==> config.mk <==
export PLATFORM = sky130hd
export DESIGN_NAME = hex_x_motor_mixer_unit
export DESIGN_NICKNAME = d
export VERILOG_FILES = /design/src/rtl/hxm_pkg.sv /design/src/rtl/hxm_mix.sv /design/src/rtl/hxm_limit.sv /design/src/rtl/hex_x_motor_mixer_unit.sv
export SDC_FILE = /design/constraint.sdc
export NUM_CORES = 2
export LEC_CHECK = 0
export BUFFER_PORTS_ARGS = -buffer_cell sky130_fd_sc_hd__buf_2
export CAP_MARGIN = 20
export CORE_MARGIN = 2
export CORE_UTILIZATION = 40
export DETAILED_ROUTE_END_ITERATION = 7
export PLACE_DENSITY = 0.66
export REMOVE_ABC_BUFFERS = 1
export SLEW_MARGIN = 30
export SYNTH_ARGS = -nofsm -noshare
export SYNTH_HDL_FRONTEND = slang
export SYNTH_HIERARCHICAL = 1
export SYNTH_SLANG_ARGS = --single-unit
==> constraint.sdc <==
create_clock -name clk -period 8 [get_ports clk]
set_clock_uncertainty 0.2 [all_clocks]
set_input_delay 1.6 -clock clk [delete_from_list [all_inputs] [get_ports clk]]
set_output_delay 1.6 -clock clk [all_outputs]
set_load 0.005 [all_outputs]
==> src/rtl/hxm_pkg.sv <==
// hxm_pkg: types and constants shared by the hex-x motor mixer files
// no dependencies
`default_nettype none

package hxm_pkg;

  localparam int MOTORS    = 6;
  localparam int MIX_W     = 15;
  localparam int SUM_W     = 25;
  localparam int FRAC_BITS = 10;

  localparam logic [11:0] IDLE_CMD  = 12'd1000;
  localparam logic [9:0]  PITCH_WT  = 10'd887;
  localparam logic [9:0]  FRAC_RND  = 10'd1023;

  localparam logic [1:0] CFG_MIN_THROTTLE = 2'd0;
  localparam logic [1:0] CFG_MAX_THROTTLE = 2'd1;
  localparam logic [1:0] CFG_RC_MIN_CHECK = 2'd2;

  localparam logic [11:0] RST_MIN_THROTTLE = 12'd1100;
  localparam logic [11:0] RST_MAX_THROTTLE = 12'd1900;
  localparam logic [11:0] RST_RC_MIN_CHECK = 12'd1150;

  typedef logic signed [MIX_W-1:0] mix_t;

  typedef struct packed {
    logic [11:0]        throttle;
    logic signed [11:0] roll_term;
    logic signed [11:0] pitch_term;
    logic signed [11:0] yaw_term;
    logic               armed;
    logic               alt_hold;
    logic [11:0]        rc_throttle;
  } in_t;

  typedef struct packed {
    logic [11:0] motor_rear_left;
    logic [11:0] motor_front_right;
    logic [11:0] motor_rear_right;
    logic [11:0] motor_front_left;
    logic [11:0] motor_left;
    logic [11:0] motor_right;
    logic        forced_idle;
  } out_t;

  typedef struct packed {
    logic [11:0] min_throttle;
    logic [11:0] max_throttle;
    logic [11:0] rc_min_check;
  } cfg_t;

  typedef struct packed {
    mix_t [MOTORS-1:0] m;
    logic              idle;
  } mix_item_t;

endpackage

`default_nettype wire

==> src/rtl/hxm_mix.sv <==
// hxm_mix: two pipeline stages, pitch product and idle test, then the six mix sums
// depends on hxm_pkg
`default_nettype none

module hxm_mix
  import hxm_pkg::*;
(
  input  wire logic      clk,
  input  wire logic      rst,
  input  wire cfg_t      cfg,
  input  wire logic      in_valid,
  output logic           in_ready,
  input  wire in_t       in_item,
  output logic           out_valid,
  input  wire logic      out_ready,
  output mix_item_t      out_item
);

  function automatic mix_t trunc_frac(input logic signed [SUM_W-1:0] s);
    logic signed [SUM_W-1:0] a;
    begin
      a = s[SUM_W-1] ? s + $signed({{(SUM_W-FRAC_BITS){1'b0}}, FRAC_RND}) : s;
      return mix_t'(a >>> FRAC_BITS);
    end
  endfunction

  logic               s1_valid;
  logic [11:0]        t1;
  logic signed [11:0] r1;
  logic signed [11:0] y1;
  logic signed [22:0] pw1;
  logic               idle1;
  logic               en1;
  logic               en2;

  logic signed [22:0]      pw;
  logic                    idle;
  logic signed [SUM_W-1:0] tf;
  logic signed [SUM_W-1:0] rh;
  logic signed [SUM_W-1:0] pf;
  logic signed [SUM_W-1:0] yf;
  logic signed [MIX_W-1:0] ts;
  logic signed [MIX_W-1:0] rs;
  logic signed [MIX_W-1:0] ys;
  mix_item_t               mix;

  assign en2      = !out_valid || out_ready;
  assign en1      = !s1_valid || en2;
  assign in_ready = en1;

  // stage 1
  assign pw   = $signed(in_item.pitch_term) * $signed({1'b0, PITCH_WT});
  assign idle = !in_item.armed ||
                (!in_item.alt_hold && (in_item.rc_throttle < cfg.rc_min_check));

  always_ff @(posedge clk) begin
    if (rst) begin
      s1_valid <= 1'b0;
    end else if (en1) begin
      s1_valid <= in_valid;
    end
  end

  always_ff @(posedge clk) begin
    if (en1 && in_valid) begin
      t1    <= in_item.throttle;
      r1    <= in_item.roll_term;
      y1    <= in_item.yaw_term;
      pw1   <= pw;
      idle1 <= idle;
    end
  end

  // stage 2
  always_comb begin
    tf = $signed({3'b000, t1, 10'd0});
    rh = $signed({{4{r1[11]}}, r1, 9'd0});
    pf = $signed({{2{pw1[22]}}, pw1});
    yf = $signed({{3{y1[11]}}, y1, 10'd0});
    ts = $signed({3'b000, t1});
    rs = $signed({{3{r1[11]}}, r1});
    ys = $signed({{3{y1[11]}}, y1});
    mix.m[0] = trunc_frac(tf + rh + pf - yf);
    mix.m[1] = trunc_frac(tf - rh - pf + yf);
    mix.m[2] = trunc_frac(tf - rh + pf + yf);
    mix.m[3] = trunc_frac(tf + rh - pf - yf);
    mix.m[4] = ts + rs + ys;
    mix.m[5] = ts - rs - ys;
    mix.idle = idle1;
  end

  always_ff @(posedge clk) begin
    if (rst) begin
      out_valid <= 1'b0;
    end else if (en2) begin
      out_valid <= s1_valid;
    end
  end

  always_ff @(posedge clk) begin
    if (en2 && s1_valid) begin
      out_item <= mix;
    end
  end

endmodule

`default_nettype wire

==> src/rtl/hxm_limit.sv <==
// hxm_limit: two pipeline stages, peak and excess search, then shift, clamp and idle override
// depends on hxm_pkg
`default_nettype none

module hxm_limit
  import hxm_pkg::*;
(
  input  wire logic      clk,
  input  wire logic      rst,
  input  wire cfg_t      cfg,
  input  wire logic      in_valid,
  output logic           in_ready,
  input  wire mix_item_t in_item,
  output logic           out_valid,
  input  wire logic      out_ready,
  output out_t           out_item
);

  logic              s3_valid;
  mix_t [MOTORS-1:0] m3;
  mix_t              exc3;
  logic              idle3;
  logic              en3;
  logic              en4;

  mix_t              a01;
  mix_t              a23;
  mix_t              a45;
  mix_t              a03;
  mix_t              top;
  mix_t              hi15;
  mix_t              exc;

  logic signed [MIX_W:0] lo16;
  logic signed [MIX_W:0] hi16;
  logic signed [MIX_W:0] adj [MOTORS];
  logic [11:0]           cmd [MOTORS];
  out_t                  res;

  assign en4      = !out_valid || out_ready;
  assign en3      = !s3_valid || en4;
  assign in_ready = en3;

  // stage 3: largest command and its excess over the ceiling
  always_comb begin
    a01  = (in_item.m[1] > in_item.m[0]) ? in_item.m[1] : in_item.m[0];
    a23  = (in_item.m[3] > in_item.m[2]) ? in_item.m[3] : in_item.m[2];
    a45  = (in_item.m[5] > in_item.m[4]) ? in_item.m[5] : in_item.m[4];
    a03  = (a23 > a01) ? a23 : a01;
    top  = (a45 > a03) ? a45 : a03;
    hi15 = $signed({3'b000, cfg.max_throttle});
    exc  = (top > hi15) ? mix_t'(top - hi15) : '0;
  end

  always_ff @(posedge clk) begin
    if (rst) begin
      s3_valid <= 1'b0;
    end else if (en3) begin
      s3_valid <= in_valid;
    end
  end

  always_ff @(posedge clk) begin
    if (en3 && in_valid) begin
      m3    <= in_item.m;
      exc3  <= exc;
      idle3 <= in_item.idle;
    end
  end

  // stage 4: shift down, clamp low bound first, then idle override
  always_comb begin
    lo16 = $signed({4'b0000, cfg.min_throttle});
    hi16 = $signed({4'b0000, cfg.max_throttle});
    for (int i = 0; i < MOTORS; i++) begin
      adj[i] = $signed({m3[i][MIX_W-1], m3[i]}) - $signed({exc3[MIX_W-1], exc3});
      if (adj[i] < lo16) begin
        cmd[i] = cfg.min_throttle;
      end else if (adj[i] > hi16) begin
        cmd[i] = cfg.max_throttle;
      end else begin
        cmd[i] = adj[i][11:0];
      end
      if (idle3) begin
        cmd[i] = IDLE_CMD;
      end
    end
    res.motor_rear_left   = cmd[0];
    res.motor_front_right = cmd[1];
    res.motor_rear_right  = cmd[2];
    res.motor_front_left  = cmd[3];
    res.motor_left        = cmd[4];
    res.motor_right       = cmd[5];
    res.forced_idle       = idle3;
  end

  always_ff @(posedge clk) begin
    if (rst) begin
      out_valid <= 1'b0;
    end else if (en4) begin
      out_valid <= s3_valid;
    end
  end

  always_ff @(posedge clk) begin
    if (en4 && s3_valid) begin
      out_item <= res;
    end
  end

endmodule

`default_nettype wire

==> src/rtl/hex_x_motor_mixer_unit.sv <==
// hex_x_motor_mixer_unit: top level, configuration registers and the four-stage mixer pipeline
// depends on hxm_pkg, hxm_mix, hxm_limit
`default_nettype none

// Hexacopter X mixer. One item in, one item out, accepted every cycle when the
// output side keeps up. Four register stages carry each item: pitch product,
// mix sums, peak search, shift and clamp. out_valid rises when the item is held
// in the last of these registers. A stage moves when the one after it is empty
// or moving, so bubbles close up and a stall on out_ready holds every item in
// place. Configuration writes are always taken (cfg_ready is tied high); index 3
// is ignored.

module hex_x_motor_mixer_unit
  import hxm_pkg::*;
(
  input  wire logic        clk,
  input  wire logic        rst,
  input  wire logic        in_valid,
  output logic             in_ready,
  input  wire in_t         in_item,
  output logic             out_valid,
  input  wire logic        out_ready,
  output out_t             out_item,
  input  wire logic        cfg_valid,
  output logic             cfg_ready,
  input  wire logic [1:0]  cfg_index,
  input  wire logic [11:0] cfg_data
);

  cfg_t      cfg;
  logic      mix_valid;
  logic      mix_ready;
  mix_item_t mix_item;

  assign cfg_ready = 1'b1;

  always_ff @(posedge clk) begin
    if (rst) begin
      cfg.min_throttle <= RST_MIN_THROTTLE;
      cfg.max_throttle <= RST_MAX_THROTTLE;
      cfg.rc_min_check <= RST_RC_MIN_CHECK;
    end else if (cfg_valid && cfg_ready) begin
      case (cfg_index)
        CFG_MIN_THROTTLE: cfg.min_throttle <= cfg_data;
        CFG_MAX_THROTTLE: cfg.max_throttle <= cfg_data;
        CFG_RC_MIN_CHECK: cfg.rc_min_check <= cfg_data;
        default: ;
      endcase
    end
  end

  hxm_mix u_mix (
    .clk       (clk),
    .rst       (rst),
    .cfg       (cfg),
    .in_valid  (in_valid),
    .in_ready  (in_ready),
    .in_item   (in_item),
    .out_valid (mix_valid),
    .out_ready (mix_ready),
    .out_item  (mix_item)
  );

  hxm_limit u_limit (
    .clk       (clk),
    .rst       (rst),
    .cfg       (cfg),
    .in_valid  (mix_valid),
    .in_ready  (mix_ready),
    .in_item   (mix_item),
    .out_valid (out_valid),
    .out_ready (out_ready),
    .out_item  (out_item)
  );

endmodule

`default_nettype wire

Yosys cells after proc, flatten, opt, wreduce, memory -nomap -nowiden:

Index checks and enable logic that the tools add are counted.

* bits of input ports: 81
* output and inout port bits: 76
* register bits after elaboration: 370

* reductions and logical operators: 20
* equality and inequality tests: 2
* mux-type cells: 21
* magnitude comparators: 19
* add/subtract/negate cells: 25
* $mul: 1

Operator list (number)
* two-way mux 12 bit: 12
* adder 25 x 11 -> 25 bit (second input constant): 4
* greater-than comparator 16 x 13 -> 1 bit: 6
* < comparator 16 x 13 -> 1 bit: 6
* two-way mux 24 bit: 4
* subtractor 15 x 15 -> 16 bit: 6
* greater-than comparator 15 bit: 5
* two-way mux 15 bit: 5
* adder 24 x 23 -> 25 bit: 2
* adder 25 x 22 -> 25 bit: 2
* subtractor 24 x 23 -> 25 bit: 2
* subtractor 25 x 22 -> 25 bit: 2
* adder 23 x 21 -> 24 bit: 1
* subtractor 23 x 21 -> 24 bit: 1
* multiplier 12 x 11 -> 23 bit (second input constant): 1
* adder 14 x 12 -> 15 bit: 1
* greater-than comparator 15 x 13 -> 1 bit: 1
* subtractor 14 x 12 -> 15 bit: 1
* subtractor 15 x 13 -> 15 bit: 1
* adder 13 x 12 -> 14 bit: 1
* subtractor 13 x 12 -> 14 bit: 1
* < comparator 12 bit: 1
* zero test 1 bit: 6
* AND reduction 2 bit: 3
* 5 further kinds: 13

Depth between registers and ports, before layout:

* depth after elaboration: 7
* gate-level depth with buffers: 46

Hierarchy:

Netlist, hierarchy kept.

Modules (own cells, without submodules)
* hxm_limit: cells an instance 1934, instances 1, area an instance 18059.8 sq um, sequential area each 5415.2 sq um
* hxm_mix: cells an instance 1808, instances 1, area an instance 17902.2 sq um, sequential area each 4574.4 sq um
* hex_x_motor_mixer_unit: cells an instance 144, instances 1, area an instance 1451.4 sq um, sequential area each 720.7 sq um

Worst setup path before layout:

No wires, ideal clock.

* path type: flip-flop to flip-flop
* from: register u_mix/out_item[60] in the netlist's numbering
* to: register u_limit.exc3[14], data pin
* library setup time: 182 ps
* period minus slack after synthesis: 8854 ps
* arrival: 8472 ps
* setup slack: -854 ps
* cell stages (with the launch flop): 39
* buffers on the path: 3
* cell sequence: edfxtp_1 > ha_1 > nand4_1 > nor3_1 > or3_1 > o31ai_4 > clkbuf_1 > mux2_2 > ha_1 > a211o_1 > a211oi_1 > a21oi_1 > o31ai_1 > o311a_1 > o221a_4 > mux2_2 > ha_1 > nor2b_1 > (+3 left out) > a31oi_1 > o211ai_1 > clkbuf_1 > inv_1 > clkbuf_1 > nand2_1 > o21ai_0 > ha_1 > nor2b_1 > o21ai_0 > a21oi_1 > o21ai_0 > nand2b_1 > a21o_1 > a21o_1 > a221oi_1 > o21ai_0 > nor4b_1

* word-level cells in the longest chain between the ends: 7
* elaborated cells on any way between the ends: 8

RTL lines
* from (decl): RTL line hxm_mix.sv:16 `output mix_item_t out_item`
* from (signal assigned): RTL line hxm_mix.sv:102 `out_item <= mix;`
* greater-than comparator 15 bit: RTL line hxm_limit.sv:47 `a23 = (in_item.m[3] > in_item.m[2]) ? in_item.m[3] : in_item.m[2];`
* two-way mux 15 bit (*): RTL line hxm_limit.sv:47
* greater-than comparator 15 bit: RTL line hxm_limit.sv:49 `a03 = (a23 > a01) ? a23 : a01;`
* two-way mux 15 bit (*): RTL line hxm_limit.sv:49
* greater-than comparator 15 bit: RTL line hxm_limit.sv:50 `top = (a45 > a03) ? a45 : a03;`
* two-way mux 15 bit (*): RTL line hxm_limit.sv:50
* subtractor 15 x 13 -> 15 bit / greater-than comparator 15 x 13 -> 1 bit (equally long branches): RTL line hxm_limit.sv:52 `exc = (top > hi15) ? mix_t'(top - hi15) : '0;`
* to (signal assigned): RTL line hxm_limit.sv:66 `exc3 <= exc;`
* to (decl): RTL line hxm_limit.sv:21 `mix_t exc3;`

Mark *: on every way between the ends. The rest lies on a longest branch, timed or not.
A chain may end at the register's enable or synchronous reset.

Worst setup path in the final report:

* from: register u_mix/out_item[57] in the netlist's numbering
* to: register u_limit.exc3[12], data pin

The elaborated chain is that of the path after synthesis.

==> flow_summary.yaml <==
status:
  status: "finished, final reports clean"
synthesis:
  ys_async_sr_fraction_pct: 0
  netlist_instances: 3886
  synth_top_family_by_area: "adder cells"
  synth_top_flop_cell: "edfxtp_1"
  synth_cell_types: 102
  ys_seq_area_share_pct: 28.6
  yosys.area_share.adder_pct: 26.7
  synth-simple-area-share_pct: 12.9
  ys_warn_count: 6
  yosys.area_share.xor_xnor_pct: 5.99
  synthMuxAreaShare_pct: 2.88
  synth_edf_count: 330
  synth-seq-cells: 370
  netlist_area_mm2: 0.0374
  synth_compound_area_share_pct: 17.4
  avgSynthCellArea_um2: 9.63
sta:
  clock.fmax_mhz: 126
  hold_viol: 0
  tightest_slew_ns: 0.990
  slew_violations: 0
  relSlewSlack_pct: 32.3
  period_needed_ns: 7.96
  rsz0062_at_grt: "true"
  setup_viol: 0
  period_share_pct: 99.6
detailed_routing:
  avgViaCountPerCell: 5.45
  first_pass_iters: 5
  drc: 0
  ant_nets: 0
  drt-initial-drc-count: 1959
  routedWlPerCell_um: 20.0
  vias: 30000
  routed_wirelength_mm: 110
global_route:
  grt_pass1_vias: 29300
  grt_max_degree: 74
  track_usage_pct: 22.6
  grt_overflow: 0
  grt_pass1_wl_mm: 167
  antenna_found_initial: 1
final_layout:
  postLayoutCellArea_mm2: 0.0428
  layout_commonest_cell: "ha_1"
  layout.nets: 4997
  area_growth_pct: 14.4
  drive_gt1_share_pct: 13.5
  mostFrequentLayoutCells: "ha_1, inv_1, edfxtp_1, nor2_1, a21oi_1"
clocking:
  cts_sinks: 370
  clkTransAtPathRegs_ns: 0.06
  cts_tree: "yes"
  clk_latency_ns: 0.60
  root_buffer: "clkbuf_16"
  cts_inserted_buffers: 43
  clk_path_buf_depth: 3
  hold_buffers: 0
  htreeDepth: 2
floorplanning:
  fp.dieW_um: 310
  rows: 112
  initial_core_util_pct: 40.2
  die_h_um: 310
  core_area_mm2: 0.0930
  dieArea_mm2: 0.0960
  ios: 157
worst_setup_path:
  cp_max_fo: 7
  cp.arrival_ns: 8.11
  critical_path.max_stage_delay_ns: 0.41
  crit_slowest_cell: "edfxtp_1"
  worstSetupPathType: "flop to flop"
  end_kind: "flop"
  cp.required_ns: 8.15
  start_kind: "flop"
place:
  place_area_mm2: 0.0407
  dp_hpwl_mm: 90.8
  gp_congestion: 0.993
  io_buffers: 155
flow_run:
  max-cap-violations: 0
min_path:
  hold_path.class: "flop to flop"
-- critical path, delay by kind of cell, from the launching register on --
| family | cells | cell delay (ns) |
|---|---|---|
| multiplexers | 2 | 0.68 |
| adder cells (fa/ha/maj) | 5 | 1.27 |
| AO/OA/AOI/OAI | 20 | 3.47 |
| flip-flops | 1 | 0.41 |
| buffers and inverters | 4 | 0.66 |
| AND/OR/NAND/NOR | 8 | 0.96 |
-- metal layers --
metal	global-route usage [%]	routed length [um]	up-vias
li1	-	-	14700
met1	27.1	45500	14000
met2	39.0	51900	949
met3	2.30	4770	317
met4	13.9	7710	0
met5	0	0	-
-- sequential cells by signal, indices dropped and copies added (netlist names) --
register	count
u_mix/out_item	91
u_limit/m3	90
u_limit/out_item	73
cfg	36
u_mix/pw1	23
u_limit/exc3	15
u_mix/r1	12
u_mix/t1	12
u_mix/y1	12
u_limit/idle3	1
u_limit/out_valid	1
u_limit/s3_valid	1
u_mix/idle1	1
u_mix/out_valid	1
u_mix/s1_valid	1
-- area by class of cell --
| type | instances | area, um^2 |
|---|---|---|
| sequential | 370 | 10700 |
| timing repair buffer | 351 | 2340 |
| multi-input combinational | 2995 | 25100 |
| clock buffer | 59 | 1200 |
| fill | 8909 | 50300 |
| antenna | 1 | 2.50 |
| tap | 1254 | 1570 |
| inverter | 450 | 1690 |
| clock inverter | 18 | 176 |
-- worst paths after layout --
kind / from / cells past startpoint / endpoint / slack, ns
min reg2reg: u_mix/out_item[0]$_DFFE_PP_ / 0 / u_limit/idle3$_DFFE_PP_ / 0.22
max reg2reg: u_mix/out_item[57]$_DFFE_PP_ / 39 / u_limit/exc3[12]$_SDFFCE_PP0P_ / 0.04
max: u_mix/out_item[57]$_DFFE_PP_ / 39 / u_limit/exc3[12]$_SDFFCE_PP0P_ / 0.04
min: u_mix/out_item[0]$_DFFE_PP_ / 0 / u_limit/idle3$_DFFE_PP_ / 0.22
-- cell usage after synthesis (all sizes together), types with 11 or more instances --
library cell | n | area [um^2]
o21ai | 189 | 946
o21bai | 31 | 233
o31ai | 32 | 268
nor3b | 14 | 110
a211o | 15 | 131
a21boi | 15 | 116
nor2b | 60 | 375
nor2 | 258 | 968
and3 | 23 | 144
edfxtp | 330 | 9910
fa | 156 | 3120
xor2 | 91 | 797
mux2 | 31 | 349
a2111oi | 16 | 141
a211oi | 45 | 353
a22oi | 15 | 113
o31a | 12 | 105
nand2b | 77 | 482
a31oi | 42 | 263
nor3 | 73 | 380
o211ai | 27 | 208
or3 | 11 | 68.8
nand2 | 208 | 783
nand3 | 85 | 425
buf | 22 | 159
nand4 | 39 | 250
a221oi | 16 | 146
nand3b | 12 | 90.1
ha | 549 | 6870
clkbuf | 49 | 184
or2 | 17 | 106
inv | 450 | 1690
xnor2 | 164 | 1440
nor4 | 30 | 221
mux2i | 72 | 728
and2 | 18 | 113
o21a | 72 | 541
a21o | 102 | 766
a21oi | 242 | 1210
dfxtp | 40 | 801
-- per-stage QoR --
stage / hold slack [ns] / utilization (%) / TNS [ns] / std cells / setup WS (ns)
finish: 0.224 / 46.0 / 0 / 5498 / 0.0359
floorplan: 0.200 / - / -13.90 / 3815 / -1.03
global route: 0.237 / 46.0 / -3.85 / 5497 / -0.326
CTS: 0.222 / 45.4 / 0 / 5482 / 0.00563
global placement: 0.210 / 43.7 / -2.72 / 5386 / -0.337
detailed placement: 0.205 / 43.7 / -4.68 / 5386 / -0.459
-- repair_timing --
item	in CTS	in global routing
gates cloned	0	2
pin swaps	8	28
setup buffers	19	15
endpoints found under the setup margin	14	15
gates resized for setup	34	76
-- kinds of logic (layout without fill, tap and decap cells) --
logic type | Yosys count | after routing
mux | 103 | 103
compound gates | 972 | 972
flops | 370 | 370
simple gates | 959 | 959
other cells | 1 | 2
fa+ha+maj | 705 | 705
buf+inv | 521 | 878
xor+xnor | 255 | 255
Power is not shown: default switching activity piles up to over one toggle a cycle in this logic, so the estimate is an artifact.
